<file path="src/design/arpc_pkg.sv">
// ----------------------------------------------------------------------------
// arpc_pkg: shared types and codes of the address resolution cache
// Command codes, result kinds, field widths and the cache entry layout.
// ----------------------------------------------------------------------------
package arpc_pkg;

	localparam int IP_W   = 32;
	localparam int MAC_W  = 48;
	localparam int PORT_W = 4;
	localparam int AGE_W  = 8;
	localparam int RET_W  = 3;
	localparam int RAGE_W = 2;

	typedef enum logic [1:0] {
		CMD_LOOKUP = 2'd0,
		CMD_INSERT = 2'd1,
		CMD_MISS   = 2'd2,
		CMD_TICK   = 2'd3
	} cmd_t;

	typedef enum logic [2:0] {
		K_HIT     = 3'd0,
		K_MISS    = 3'd1,
		K_SEND    = 3'd2,
		K_RELEASE = 3'd3,
		K_UNREACH = 3'd4,
		K_STORED  = 3'd5,
		K_QUEUED  = 3'd6,
		K_NONE    = 3'd7
	} kind_t;

	// One word of the cache memory.
	typedef struct packed {
		logic [IP_W-1:0]  ip;
		logic [MAC_W-1:0] mac;
		logic [AGE_W-1:0] age;
	} entry_t;

	// Register addresses (byte address bits [3:2]).
	localparam logic [1:0] REG_TIMEOUT = 2'd0;
	localparam logic [1:0] REG_RETRIES = 2'd1;
	localparam logic [1:0] REG_WAIT    = 2'd2;

endpackage

</file>
<file path="src/design/arp_cache_with_retry_top.sv">
// ----------------------------------------------------------------------------
// arp_cache_with_retry_top: IPv4-to-MAC cache with pending request retry
// Requests enter on the s_ stream, results leave on the m_ stream, and three
// timing registers sit behind the APB port.
// ----------------------------------------------------------------------------
// Usage:
// A request carries a command (lookup, insert reply, register miss, tick)
// with an IP, a MAC and a port. Each request yields one or more results on
// the m_ stream; m_tlast marks the final result of a request.
// The mappings live in a synchronous memory of ENTRIES words that is scanned
// one word per cycle through a registered read port. An insert into a full
// table also reduces the victim modulo ENTRIES, one that releases a request
// also emits the release, and a tick ages the mappings and then walks the
// pending request table.
// One request is worked on at a time; s_tready is high only while the
// block is idle. The next request may be taken while the final result
// still sits in the output register.
// When m_tready is low, the result waits in the output register and the
// sequencer stalls on the next result.
// Reset clears the valid bits of both tables, loads the victim LFSR with one
// and sets the timing registers to 15, 5 and 1. No clearing pass is needed.
module arp_cache_with_retry_top #(
	parameter int ENTRIES = 32,
	parameter int PENDING = 8
) (
	input  logic        clk,
	input  logic        arst_n,
	// command[1:0], ip_addr[33:2], mac_addr[81:34], port[85:82], zero pad
	input  logic [87:0] s_tdata,
	input  logic        s_tvalid,
	output logic        s_tready,
	// kind[2:0], out_ip[34:3], out_mac[82:35], out_port[86:83], zero pad
	output logic [87:0] m_tdata,
	output logic        m_tlast,
	output logic        m_tvalid,
	input  logic        m_tready,
	input  logic        psel,
	input  logic        penable,
	input  logic        pwrite,
	input  logic [3:0]  paddr,
	input  logic [31:0] pwdata,
	output logic [31:0] prdata,
	output logic        pready
);

	localparam int AW = (ENTRIES > 1) ? $clog2(ENTRIES) : 1;
	localparam int PW = (PENDING > 1) ? $clog2(PENDING) : 1;
	localparam logic [AW:0] ENT_N = (AW+1)'(ENTRIES);
	localparam logic [PW:0] PEND_N = (PW+1)'(PENDING);
	localparam logic [8:0] ENT9 = 9'(ENTRIES);

	typedef enum logic [2:0] {
		S_IDLE, S_SCAN, S_VMOD, S_INSWR, S_REL, S_RMISS, S_RQ, S_EMIT
	} state_t;

	state_t state_q, ret_q;

	// Configuration registers.
	logic [arpc_pkg::AGE_W-1:0]  timeout_q;
	logic [arpc_pkg::RET_W-1:0]  retries_q;
	logic [arpc_pkg::RAGE_W-1:0] wait_q;
	logic                        cfg_wr;

	assign pready = 1'b1;
	assign cfg_wr = psel && penable && pwrite;

	always_ff @(posedge clk or negedge arst_n) begin
		if (!arst_n) begin
			timeout_q <= 8'd15;
			retries_q <= 3'd5;
			wait_q    <= 2'd1;
		end else if (cfg_wr) begin
			case (paddr[3:2])
				arpc_pkg::REG_TIMEOUT: timeout_q <= pwdata[7:0];
				arpc_pkg::REG_RETRIES: retries_q <= pwdata[2:0];
				arpc_pkg::REG_WAIT:    wait_q    <= pwdata[1:0];
				default: ;
			endcase
		end
	end

	// Register read back.
	always_comb begin
		case (paddr[3:2])
			arpc_pkg::REG_TIMEOUT: prdata = {24'd0, timeout_q};
			arpc_pkg::REG_RETRIES: prdata = {29'd0, retries_q};
			arpc_pkg::REG_WAIT:    prdata = {30'd0, wait_q};
			default:               prdata = 32'd0;
		endcase
	end

	// Latched request.
	arpc_pkg::cmd_t                cmd_q;
	logic [arpc_pkg::IP_W-1:0]   ip_q;
	logic [arpc_pkg::MAC_W-1:0]  mac_q;
	logic [arpc_pkg::PORT_W-1:0] port_q;

	// Entry memory and its registered read port.
	arpc_pkg::entry_t mem [ENTRIES];
	arpc_pkg::entry_t rd_s1;
	logic [AW-1:0]    rd_addr;
	logic             mem_we;
	logic [AW-1:0]    mem_wa;
	arpc_pkg::entry_t mem_wd;

	always_ff @(posedge clk) begin
		if (mem_we)
			mem[mem_wa] <= mem_wd;
		rd_s1 <= mem[rd_addr];
	end

	// Scan control.
	logic [ENTRIES-1:0] ev_q;
	logic [AW:0]        idx_q;
	logic               p_vld_s1;
	logic [AW-1:0]      p_idx_s1;
	logic               free_found_q;
	logic [AW-1:0]      free_idx_q;
	logic [7:0]         lfsr_q;
	logic [7:0]         vic_q;

	// Pending request table.
	logic [PENDING-1:0]        rv_q;
	logic [arpc_pkg::IP_W-1:0]   rip_q    [PENDING];
	logic [arpc_pkg::PORT_W-1:0] rport_q  [PENDING];
	logic [arpc_pkg::RET_W-1:0]  rret_q   [PENDING];
	logic [arpc_pkg::RAGE_W-1:0] rage_q   [PENDING];
	logic [PW:0]                 r_q;
	logic                        any_q;
	logic [arpc_pkg::PORT_W-1:0] rel_port_q;

	// Result staging and output register.
	arpc_pkg::kind_t             res_kind_q;
	logic [arpc_pkg::IP_W-1:0]   res_ip_q;
	logic [arpc_pkg::MAC_W-1:0]  res_mac_q;
	logic [arpc_pkg::PORT_W-1:0] res_port_q;
	logic                        res_last_q;
	logic                        m_valid_q;
	logic [86:0]                 m_data_q;
	logic                        m_last_q;
	logic                        emit_ok;

	assign emit_ok  = !m_valid_q || m_tready;
	assign s_tready = (state_q == S_IDLE);
	assign m_tvalid = m_valid_q;
	assign m_tdata  = {1'b0, m_data_q};
	assign m_tlast  = m_last_q;

	// Compare stage of the entry scan.
	logic                       cur_valid, cur_match;
	logic [arpc_pkg::AGE_W-1:0] new_age;
	logic                       scan_done;

	always_comb begin
		cur_valid = p_vld_s1 && ev_q[p_idx_s1];
		cur_match = cur_valid && (rd_s1.ip == ip_q);
		new_age   = (rd_s1.age == 8'hFF) ? rd_s1.age : rd_s1.age + 8'd1;
		scan_done = !p_vld_s1 && (idx_q == ENT_N);
		rd_addr   = idx_q[AW-1:0];
	end

	// Insert slot and memory write selection.
	logic [AW-1:0] ins_slot;

	always_comb begin
		ins_slot = free_found_q ? free_idx_q : vic_q[AW-1:0];
		mem_we   = 1'b0;
		mem_wa   = p_idx_s1;
		mem_wd   = '{ip: rd_s1.ip, mac: rd_s1.mac, age: new_age};
		if (state_q == S_INSWR) begin
			mem_we = 1'b1;
			mem_wa = ins_slot;
			mem_wd = '{ip: ip_q, mac: mac_q, age: '0};
		end else if (state_q == S_SCAN && cmd_q == arpc_pkg::CMD_TICK && cur_valid) begin
			mem_we = 1'b1;
		end
	end

	// Request table searches: release match, queued match, free slot, tick firing.
	logic          rel_hit, q_hit, rfree_hit;
	logic [PW-1:0] rel_idx, rfree_idx;
	logic [PENDING-1:0] fire;
	logic [arpc_pkg::RAGE_W-1:0] rnew_age [PENDING];
	logic          later_fire;

	always_comb begin
		rel_hit   = 1'b0;
		q_hit     = 1'b0;
		rfree_hit = 1'b0;
		rel_idx   = '0;
		rfree_idx = '0;
		later_fire = 1'b0;
		for (int j = PENDING - 1; j >= 0; j--) begin
			if (rv_q[j] && rip_q[j] == ip_q) begin
				rel_hit = 1'b1;
				rel_idx = PW'(j);
			end
			if (rv_q[j] && rip_q[j] == ip_q && rport_q[j] == port_q)
				q_hit = 1'b1;
			if (!rv_q[j]) begin
				rfree_hit = 1'b1;
				rfree_idx = PW'(j);
			end
		end
		for (int j = 0; j < PENDING; j++) begin
			rnew_age[j] = (rage_q[j] == 2'd3) ? rage_q[j] : rage_q[j] + 2'd1;
			fire[j]     = rv_q[j] && (rnew_age[j] > wait_q);
			if (fire[j] && (PW+1)'(j) > r_q)
				later_fire = 1'b1;
		end
	end

	// Sequencer: holds state, tables' control and the output register.
	always_ff @(posedge clk or negedge arst_n) begin
		if (!arst_n) begin
			state_q      <= S_IDLE;
			ret_q        <= S_IDLE;
			ev_q         <= '0;
			rv_q         <= '0;
			lfsr_q       <= 8'd1;
			idx_q        <= '0;
			p_vld_s1     <= 1'b0;
			free_found_q <= 1'b0;
			r_q          <= '0;
			any_q        <= 1'b0;
			m_valid_q    <= 1'b0;
		end else begin
			if (m_valid_q && m_tready)
				m_valid_q <= 1'b0;
			p_vld_s1 <= 1'b0;
			case (state_q)
				S_IDLE: begin
					if (s_tvalid) begin
						cmd_q        <= arpc_pkg::cmd_t'(s_tdata[1:0]);
						ip_q         <= s_tdata[33:2];
						mac_q        <= s_tdata[81:34];
						port_q       <= s_tdata[85:82];
						idx_q        <= '0;
						free_found_q <= 1'b0;
						state_q      <= (s_tdata[1:0] == arpc_pkg::CMD_MISS) ? S_RMISS : S_SCAN;
					end
				end
				S_SCAN: begin
					// Issue the next read.
					if (idx_q != ENT_N) begin
						p_vld_s1 <= 1'b1;
						p_idx_s1 <= idx_q[AW-1:0];
						idx_q    <= idx_q + 1'b1;
					end
					if (p_vld_s1 && !ev_q[p_idx_s1] && !free_found_q) begin
						free_found_q <= 1'b1;
						free_idx_q   <= p_idx_s1;
					end
					// Aging of one word per cycle during a tick.
					if (cmd_q == arpc_pkg::CMD_TICK && cur_valid && new_age > timeout_q)
						ev_q[p_idx_s1] <= 1'b0;
					res_ip_q   <= ip_q;
					res_mac_q  <= '0;
					res_port_q <= '0;
					res_last_q <= 1'b1;
					ret_q      <= S_IDLE;
					if (cmd_q != arpc_pkg::CMD_TICK && cur_match) begin
						p_vld_s1 <= 1'b0;
						state_q  <= S_EMIT;
						if (cmd_q == arpc_pkg::CMD_LOOKUP) begin
							res_kind_q <= arpc_pkg::K_HIT;
							res_mac_q  <= rd_s1.mac;
						end else begin
							res_kind_q <= arpc_pkg::K_NONE;
						end
					end else if (scan_done) begin
						case (cmd_q)
							arpc_pkg::CMD_LOOKUP: begin
								res_kind_q <= arpc_pkg::K_MISS;
								state_q    <= S_EMIT;
							end
							arpc_pkg::CMD_INSERT: begin
								vic_q   <= lfsr_q;
								state_q <= free_found_q ? S_INSWR : S_VMOD;
							end
							default: begin
								r_q     <= '0;
								any_q   <= 1'b0;
								state_q <= S_RQ;
							end
						endcase
					end
				end
				S_VMOD: begin
					// Reduce the victim modulo the table size.
					if ({1'b0, vic_q} >= ENT9)
						vic_q <= 8'({1'b0, vic_q} - ENT9);
					else
						state_q <= S_INSWR;
				end
				S_INSWR: begin
					ev_q[ins_slot] <= 1'b1;
					if (!free_found_q)
						lfsr_q <= lfsr_q[0] ? ((lfsr_q >> 1) ^ 8'hB8) : (lfsr_q >> 1);
					res_kind_q <= arpc_pkg::K_STORED;
					res_ip_q   <= ip_q;
					res_mac_q  <= mac_q;
					res_port_q <= '0;
					res_last_q <= !rel_hit;
					ret_q      <= rel_hit ? S_REL : S_IDLE;
					if (rel_hit) begin
						rv_q[rel_idx] <= 1'b0;
						rel_port_q    <= rport_q[rel_idx];
					end
					state_q <= S_EMIT;
				end
				S_REL: begin
					res_kind_q <= arpc_pkg::K_RELEASE;
					res_port_q <= rel_port_q;
					res_last_q <= 1'b1;
					ret_q      <= S_IDLE;
					state_q    <= S_EMIT;
				end
				S_RMISS: begin
					res_ip_q   <= ip_q;
					res_mac_q  <= '0;
					res_port_q <= port_q;
					res_last_q <= 1'b1;
					ret_q      <= S_IDLE;
					state_q    <= S_EMIT;
					if (q_hit) begin
						res_kind_q <= arpc_pkg::K_QUEUED;
					end else if (rfree_hit) begin
						rv_q[rfree_idx]    <= 1'b1;
						rip_q[rfree_idx]   <= ip_q;
						rport_q[rfree_idx] <= port_q;
						rret_q[rfree_idx]  <= '0;
						rage_q[rfree_idx]  <= '0;
						res_kind_q         <= arpc_pkg::K_SEND;
					end else begin
						res_kind_q <= arpc_pkg::K_NONE;
					end
				end
				S_RQ: begin
					// One pending request per cycle, but each firing one waits in S_EMIT until its result is taken.
					if (r_q == PEND_N) begin
						if (!any_q) begin
							res_kind_q <= arpc_pkg::K_NONE;
							res_ip_q   <= '0;
							res_mac_q  <= '0;
							res_port_q <= '0;
							res_last_q <= 1'b1;
							ret_q      <= S_IDLE;
							state_q    <= S_EMIT;
						end else begin
							state_q <= S_IDLE;
						end
					end else begin
						r_q <= r_q + 1'b1;
						if (fire[r_q[PW-1:0]]) begin
							any_q      <= 1'b1;
							res_ip_q   <= rip_q[r_q[PW-1:0]];
							res_mac_q  <= '0;
							res_port_q <= rport_q[r_q[PW-1:0]];
							res_last_q <= !later_fire;
							ret_q      <= S_RQ;
							state_q    <= S_EMIT;
							if (rret_q[r_q[PW-1:0]] >= retries_q) begin
								rv_q[r_q[PW-1:0]] <= 1'b0;
								res_kind_q        <= arpc_pkg::K_UNREACH;
							end else begin
								rret_q[r_q[PW-1:0]] <= rret_q[r_q[PW-1:0]] + 3'd1;
								rage_q[r_q[PW-1:0]] <= '0;
								res_kind_q          <= arpc_pkg::K_SEND;
							end
						end else if (rv_q[r_q[PW-1:0]]) begin
							rage_q[r_q[PW-1:0]] <= rnew_age[r_q[PW-1:0]];
						end
					end
				end
				S_EMIT: begin
					if (emit_ok) begin
						m_valid_q <= 1'b1;
						m_data_q  <= {res_port_q, res_mac_q, res_ip_q, res_kind_q};
						m_last_q  <= res_last_q;
						state_q   <= ret_q;
					end
				end
				default: state_q <= S_IDLE;
			endcase
		end
	end

endmodule

</file>
<file path="config.mk">
export PLATFORM = sky130hd
export DESIGN_NAME = arp_cache_with_retry_top
export DESIGN_NICKNAME = d
export VERILOG_FILES = /design/src/design/arpc_pkg.sv /design/src/design/arp_cache_with_retry_top.sv
export SDC_FILE = /design/constraint.sdc
export NUM_CORES = 2
export LEC_CHECK = 0
export BUFFER_PORTS_ARGS = -buffer_cell sky130_fd_sc_hd__buf_2
export CORE_ASPECT_RATIO = 0.7
export CORE_MARGIN = 1.5
export CORE_UTILIZATION = 35
export CTS_CLUSTER_DIAMETER = 60
export DETAILED_ROUTE_END_ITERATION = 7
export PLACE_DENSITY = 0.58
export SLEW_MARGIN = 20
export SYNTH_ARGS = -nofsm -noshare
export SYNTH_HDL_FRONTEND = slang
export SYNTH_SLANG_ARGS = --single-unit
</file>
<file path="constraint.sdc">
create_clock -name clk -period 7.3 [get_ports clk]
set_clock_uncertainty 0.05 [all_clocks]
set_input_delay 0 -clock clk [delete_from_list [all_inputs] [get_ports clk]]
set_output_delay 0 -clock clk [all_outputs]
set_load 0.01 [all_outputs]
</file>
== Word level (Yosys, flattened, before mapping) ==
Memories as Yosys holds them, arrays and structs flattened. A register that Yosys moved wholly into a read port is not among the register bits.
Index checks and enable logic that the tools add are counted.
Storage, ports and cells
  register bits after elaboration: 361
  RAM bits: 3144
  bits of input ports: 131
  output and inout port bits: 124
  logic and storage cells: 443
  memories kept: 5
Memories
  mem: depth 32, width 88, rd ports 1, clocked after memory_dff 1, write ports 1, RTL line arp_cache_with_retry_top.sv:99  | arpc_pkg::entry_t mem [ENTRIES];
  rip_q: depth 8, width 32, rd ports 9, clocked after memory_dff 0, write ports 1, RTL line arp_cache_with_retry_top.sv:124  | logic [arpc_pkg::IP_W-1:0] rip_q [PENDING];
  rport_q: depth 8, width 4, rd ports 10, clocked after memory_dff 1, write ports 1, RTL line arp_cache_with_retry_top.sv:125  | logic [arpc_pkg::PORT_W-1:0] rport_q [PENDING];
  rret_q: depth 8, width 3, rd ports 1, clocked after memory_dff 0, write ports 1, RTL line arp_cache_with_retry_top.sv:126  | logic [arpc_pkg::RET_W-1:0] rret_q [PENDING];
  rage_q: depth 8, width 2, rd ports 8, clocked after memory_dff 0, write ports 1, RTL line arp_cache_with_retry_top.sv:127  | logic [arpc_pkg::RAGE_W-1:0] rage_q [PENDING];
Cells by class
  add/subtract/negate cells: 13
  magnitude comparators: 30
  eq/ne operators: 63
  mux-type cells: 189
  bitwise operators: 12
  reduce and logical (&&, ||, !) cells: 103
Operators by type and width (count)
  $eq A32 B32 Y1: 9
  $mux W48: 5
  $pmux W48 S4: 1
  $mux W32: 4
  $pmux W32 S2: 2
  $mux W3: 42
  $mux W8: 12
  $mux W88: 1
  $mux W1: 77
  $logic_and A1 B1 Y1: 53
  $pmux W8 S3: 2
  $and A32 B32 Y32: 1
  $eq A4 B4 Y1: 8
  $not A32 Y32: 1
  $or A32 B32 Y32: 1
  $mux W4: 7
  $ne A2 B2 Y1 const B: 14
  $mux W2: 12
  $reduce_and A3 Y1: 8
  $eq A2 B2 Y1 const B: 11
  $pmux W3 S6: 1
  $reduce_and A6 Y1: 3
  $add A2 B1 Y2 const B: 8
  $and A8 B8 Y8: 2
  other kinds (64): 125

== Longest topological paths before layout ==
An unclocked memory read counts as a cell.
  word-level depth: 19
  depth in mapped cells: 19
  depth with buffers taken out: 16

== Least setup slack after synthesis ==
No wires, ideal clock.
  kind: reg2reg
  from: register r_q[0]
  to: memory rage_q[1][0] (netlist bit) (enable)
  setup time: 307 ps
  arrival time: 6500 ps
  data required time: 6943 ps
  setup slack: 442 ps
  cell stages (with the launch flop): 20
  path buffers: 5
  clock period less this slack: 6858 ps
  cells stage by stage: dfrtp_1 > buf_2 > buf_1 > nand2_1 > nor2_1 > clkbuf_1 > clkbuf_1 > a22oi_1 > nand3_1 > inv_1 > ha_1 > nand2b_1 > a21o_1 > a21o_1 > or3_1 > buf_2 > mux2i_1 > nand2b_1 > nor3_1 > a31o_2
Between the ends
  longest elaborated chain between the ends: 11
  elaborated cells on any way between the ends: 23
  classes of those cells: 1 x order compare; 1 x eq/ne; 16 x mux; 1 x bitwise; 3 x reduce/logical; 1 x memory
RTL lines
  from (decl): RTL line arp_cache_with_retry_top.sv:128  | logic [PW:0] r_q;
  from (signal assigned): RTL line arp_cache_with_retry_top.sv:354  | r_q <= r_q + 1'b1;
  $mem_v2 Z8 W3 / $bmux W1 S3 (equally long branches)
  $ge A3 B3 Y1 / $mux W1 (equally long branches): RTL line arp_cache_with_retry_top.sv:363, arp_cache_with_retry_top.sv:371
  $mux W1 (on tied branches): RTL line arp_cache_with_retry_top.sv:363, arp_cache_with_retry_top.sv:371
  $mux W1: RTL line arp_cache_with_retry_top.sv:355  | if (fire[r_q[PW-1:0]]) begin
  $mux W1: RTL line arp_cache_with_retry_top.sv:341  | if (r_q == PEND_N) begin
  $mux W1: RTL line arp_cache_with_retry_top.sv:231  | case (state_q)
  $logic_and A1 B1 Y1 (on tied branches): RTL line arp_cache_with_retry_top.sv:368, arp_cache_with_retry_top.sv:372
  $mux W1 (on tied branches): RTL line arp_cache_with_retry_top.sv:368, arp_cache_with_retry_top.sv:372
  $or A1 B1 Y1 (no source line)
  $reduce_or A2 Y1 (no source line)
  $mux W3 (no source line) / $mux W1 (equally long branches)
  to (decl): RTL line arp_cache_with_retry_top.sv:127
Several ways; a longest one is shown, not always the timed one. The select of a mux whose other input is x is not followed.

==> flow_summary_export.csv <==
group,metric,value,unit
final_layout,fillers,34884,
critical_path,cp_top_family,"simple AND/OR/NAND/NOR gates",
detailed_routing,drt-pass1-iter-count,8,
critical_path,cp-startpoint,"r_q[2]",
run,maxCapViolCount,0,
critical_path,critPathBufInv,3,
logic_synthesis,synth-async-reset-ratio,2.22,%
detailed_routing,drtAntennaViolNets,1,
power_and_ir_drop,p_leak,0.0506,uW
final_layout,multi_input_area,33200,sq um
global_route,antenna_found_initial,10,
run_status,outcome,"finished, violations left",
timing,setup_ws,1520,ps
critical_path,critPathArrivalTime,6280,ps
global_route,grt_pass1_wl,539000,microns
clock_network,path_clk_slew,70,ps
timing,rsz0062_at_grt,"no",
placement,dpl.hpwl,205000,microns
final_layout,drive_gt1_share,25.8,%
die,initial_core_util,35.3,%
global_route,grt.overflow.total,0,
critical_path,max_stage_delay,780,ps
clock_network,insertion_delay,940,ps
placement,gp_congestion,0.913,
timing,tightestPinTransition,1250,ps
detailed_routing,drt_drc_violations_left,0,
detailed_routing,vias,72526,
placement,io_buffers,200,
clock_network,cts_tree,"built",
clock_network,cts_made_buffers,356,
clock_network,clockBufferDepth,4,
timing,fmax,173,MHz
final_layout,area.sequential,107000,sq um
logic_synthesis,synth_area_leaders,"edfxtp_1, mux4_2, xnor2_1",
logic_synthesis,synth_edf_count,3428,
detailed_routing,via_per_inst,5.57,
run_status,violations,"antenna rules",
global_route,grtUsageTotal,18.2,%
critical_path,reg2reg_depth,13,
critical_path,cp-end-kind,"register",
hold_path,hold_end,"state_q[2]",
hold_path,whs_path_depth,6,
critical_path,critical_path.slowest_cell,"dfrtp_1",
timing,finalCriticalPeriod,5780,ps
final_layout,nets,7596,
logic_synthesis,synth-seq-cells,3596,
timing,setup_tns,0,ps
critical_path,crit_chain,"inv_1, nor3_2, buf_4, a22oi_1, nand4_1, ha_1, a21o_1, a21o_1, or3_1, mux2i_1, nand2b_1, nor3_2, buf_4",
die,io_pins,255,
die,die_area,407000,sq um
timing,finalHoldViolCount,0,
clock_network,cts-root-buf,"clkbuf_16",
timing,period_share,79.2,%
hold_path,min-delay-start,"s_tdata[1]",
timing,setup_viol,0,
global_route,grt_pass1_vias,72023,
critical_path,crit_fanout,38,
clock_network,htree_levels,5,
logic_synthesis,ys.flop_type,"edfxtp_1",
timing,max_slew_margin,16.4,%
clock_network,cts.sinks,3596,
die,die_h,534,microns
critical_path,required,7800,ps
logic_synthesis,syn_area_per_cell,20.6,sq um
logic_synthesis,synthDominantCellAreaShare,72.9,%
power_and_ir_drop,powerDensity,372,nW/um^2
critical_path,critPathKind,"register to register",
logic_synthesis,yosysWarnings,0,
die,row_count,194,
final_layout,area_delta_synth_final,15.8,%
die,die_x,762,microns
critical_path,regToRegSetupSlack,1520,ps
hold_path,hp-class,"input pin to register",
detailed_routing,first_iter_violations,8762,
detailed_routing,wire_per_inst,29.2,microns
power_and_ir_drop,ir_drop,0.000255,V
global_route,grt_max_degree,137,
critical_path,rr_startpoint,"r_q[2]",
detailed_routing,wl,380000,microns
critical_path,setup.worst_path.start_class,"register",
placement,place_ws,1540,ps
die,core_area,400000,sq um
critical_path,timing.rr.end,"rip_q[1][24]",
timing,slew_viol_final,0,
logic_synthesis,syn_area,141000,sq um
logic_synthesis,yosysSeqAreaShare,75.6,%
logic_synthesis,synth.distinct_cells,83,
logic_synthesis,syn_inst,6855,
logic_synthesis,yosys.area.top_type,"edfxtp_1",
-- sequential cells by signal (all words and copies together) (netlist names), 5 cells and up --
signal and cells:
lfsr_q 8, res_mac_q 48, timeout_q 8, ip_q 32, rv_q 8, p_idx_s1 5, rage_q 16, res_ip_q 32
rip_q 256, ev_q 32, mem 2816, vic_q 8, free_idx_q 5, m_data_q 87, mac_q 48, rport_q 32
rret_q 24, idx_q 6, rd_s1 88
-- worst max-delay path by stage --
stage / endpoint / slack (ps) / cells past startpoint
floorplan: rage_q[1][0] / 440 / 19
global placement: mem[0][26] / 1200 / 9
detailed placement: rip_q[1][29] / 1540 / 13
CTS: rip_q[1][24] / 1540 / 13
global route: rip_q[1][24] / 1170 / 13
finish: rip_q[1][24] / 1520 / 13
-- cells in the final DEF (no fill, tap or decap), types with 109 or more instances in the layout --
master / n
a22oi_1: 125
buf_2: 201
buf_4: 109
clkbuf_16: 359
dlygate4sd3_1: 211
edfxtp_1: 3428
mux4_2: 888
nand2_1: 405
nand4_1: 114
xnor2_1: 217
xor2_1: 112
-- worst min-delay path: stages --
cell and delay (ps):
dlygate4sd3_1 530, buf_2 160, inv_1 50, o21ai_0 70
nand3_1 80, o21ai_0 70
-- cell usage after synthesis, types with 5 or more instances --
library cell,instances
nor4_1,59
mux2i_1,26
nand2_1,410
clkbuf_1,243
o31ai_1,5
a21o_1,7
mux2_2,99
nor2b_1,23
o21ai_0,111
buf_4,33
nand3_1,60
xnor2_1,217
buf_6,5
a22oi_1,125
a22o_1,84
or2_2,9
xor2_1,112
or3_1,5
nand4b_1,6
ha_1,35
a21oi_1,37
a31oi_1,12
dfrtp_1,72
nor3_1,46
nand4_1,114
mux4_2,888
and2_1,17
o211ai_1,9
dfstp_2,8
o2111ai_1,5
dfxtp_1,88
nor2_1,144
o22ai_1,28
a211oi_1,5
nand2b_1,24
buf_2,42
and3_1,10
nor4b_1,5
o221ai_1,5
a221oi_1,16
buf_1,57
inv_1,55
edfxtp_1,3428
-- per-stage QoR --
| stage | utilization [%] | area (sq um) | hold WS [ps] | instances | power [uW] |
|---|---|---|---|---|---|
| final | 40.9 | 164000 | 81.5 | 13025 | 60800 |
| after global routing | 40.9 | 164000 | 74.9 | 13018 | 63300 |
| after CTS | 40.9 | 164000 | 5.78 | 13015 | 61300 |
| after detailed placement | 37.4 | 150000 | -93.5 | 12151 | 42500 |
| after global placement | 37.4 | 150000 | -94.8 | 12150 | 42000 |
| after floorplan | - | 141000 | -346 | 6879 | 37400 |
-- power by group --
part / total [uW] / internal, uW / switching, uW
clock: 18700 / 10800 / 7940
combinational: 13200 / 4500 / 8720
sequential: 28900 / 27900 / 916
total: 60800 / 43300 / 17600
-- kinds of logic (layout without fill, tap and decap cells) --
logic type / Yosys count / in the layout / synth area share (%)
DFF: 3596 / 3596 / 75.6
muxes: 1013 / 1013 / 15.1
and+or+nand+nor: 959 / 959 / 3.24
AOI/OAI and AO/OA: 482 / 482 / 2.40
buffers and inverters: 438 / 1283 / 1.32
xor gates and xnor gates: 329 / 329 / 2.04
adders and majority gates: 36 / 36 / 0.317
other: 2 / 35 / 0.00532
-- layer usage --
metal	vias to the layer above	global-route usage [%]	share of wire, %	routed length [microns]
met4	2	3.84	2.0	7720
met2	3220	25.9	43	162000
li1	29424	-	-	-
met5	-	0	0.0037	14
met3	494	3.48	8.8	33600
met1	39386	28.9	47	177000
-- area by class of cell --
class,count,area share [%]
clock buffers,468,5.96
multi-input cells,2845,20.3
clock inverters,184,1.26
flip-flops and latches,3596,65.2
repair buffers,573,3.04
inverters,58,0.133
well taps,5292,4.05
diodes,9,0.0138
-- repair_timing --
action,CTS,global route
gates resized for setup,0,0
setup buffers,0,0
hold buffers,212,0
endpoints found under the hold margin,218,0
Power figures use the tool's default switching activity.
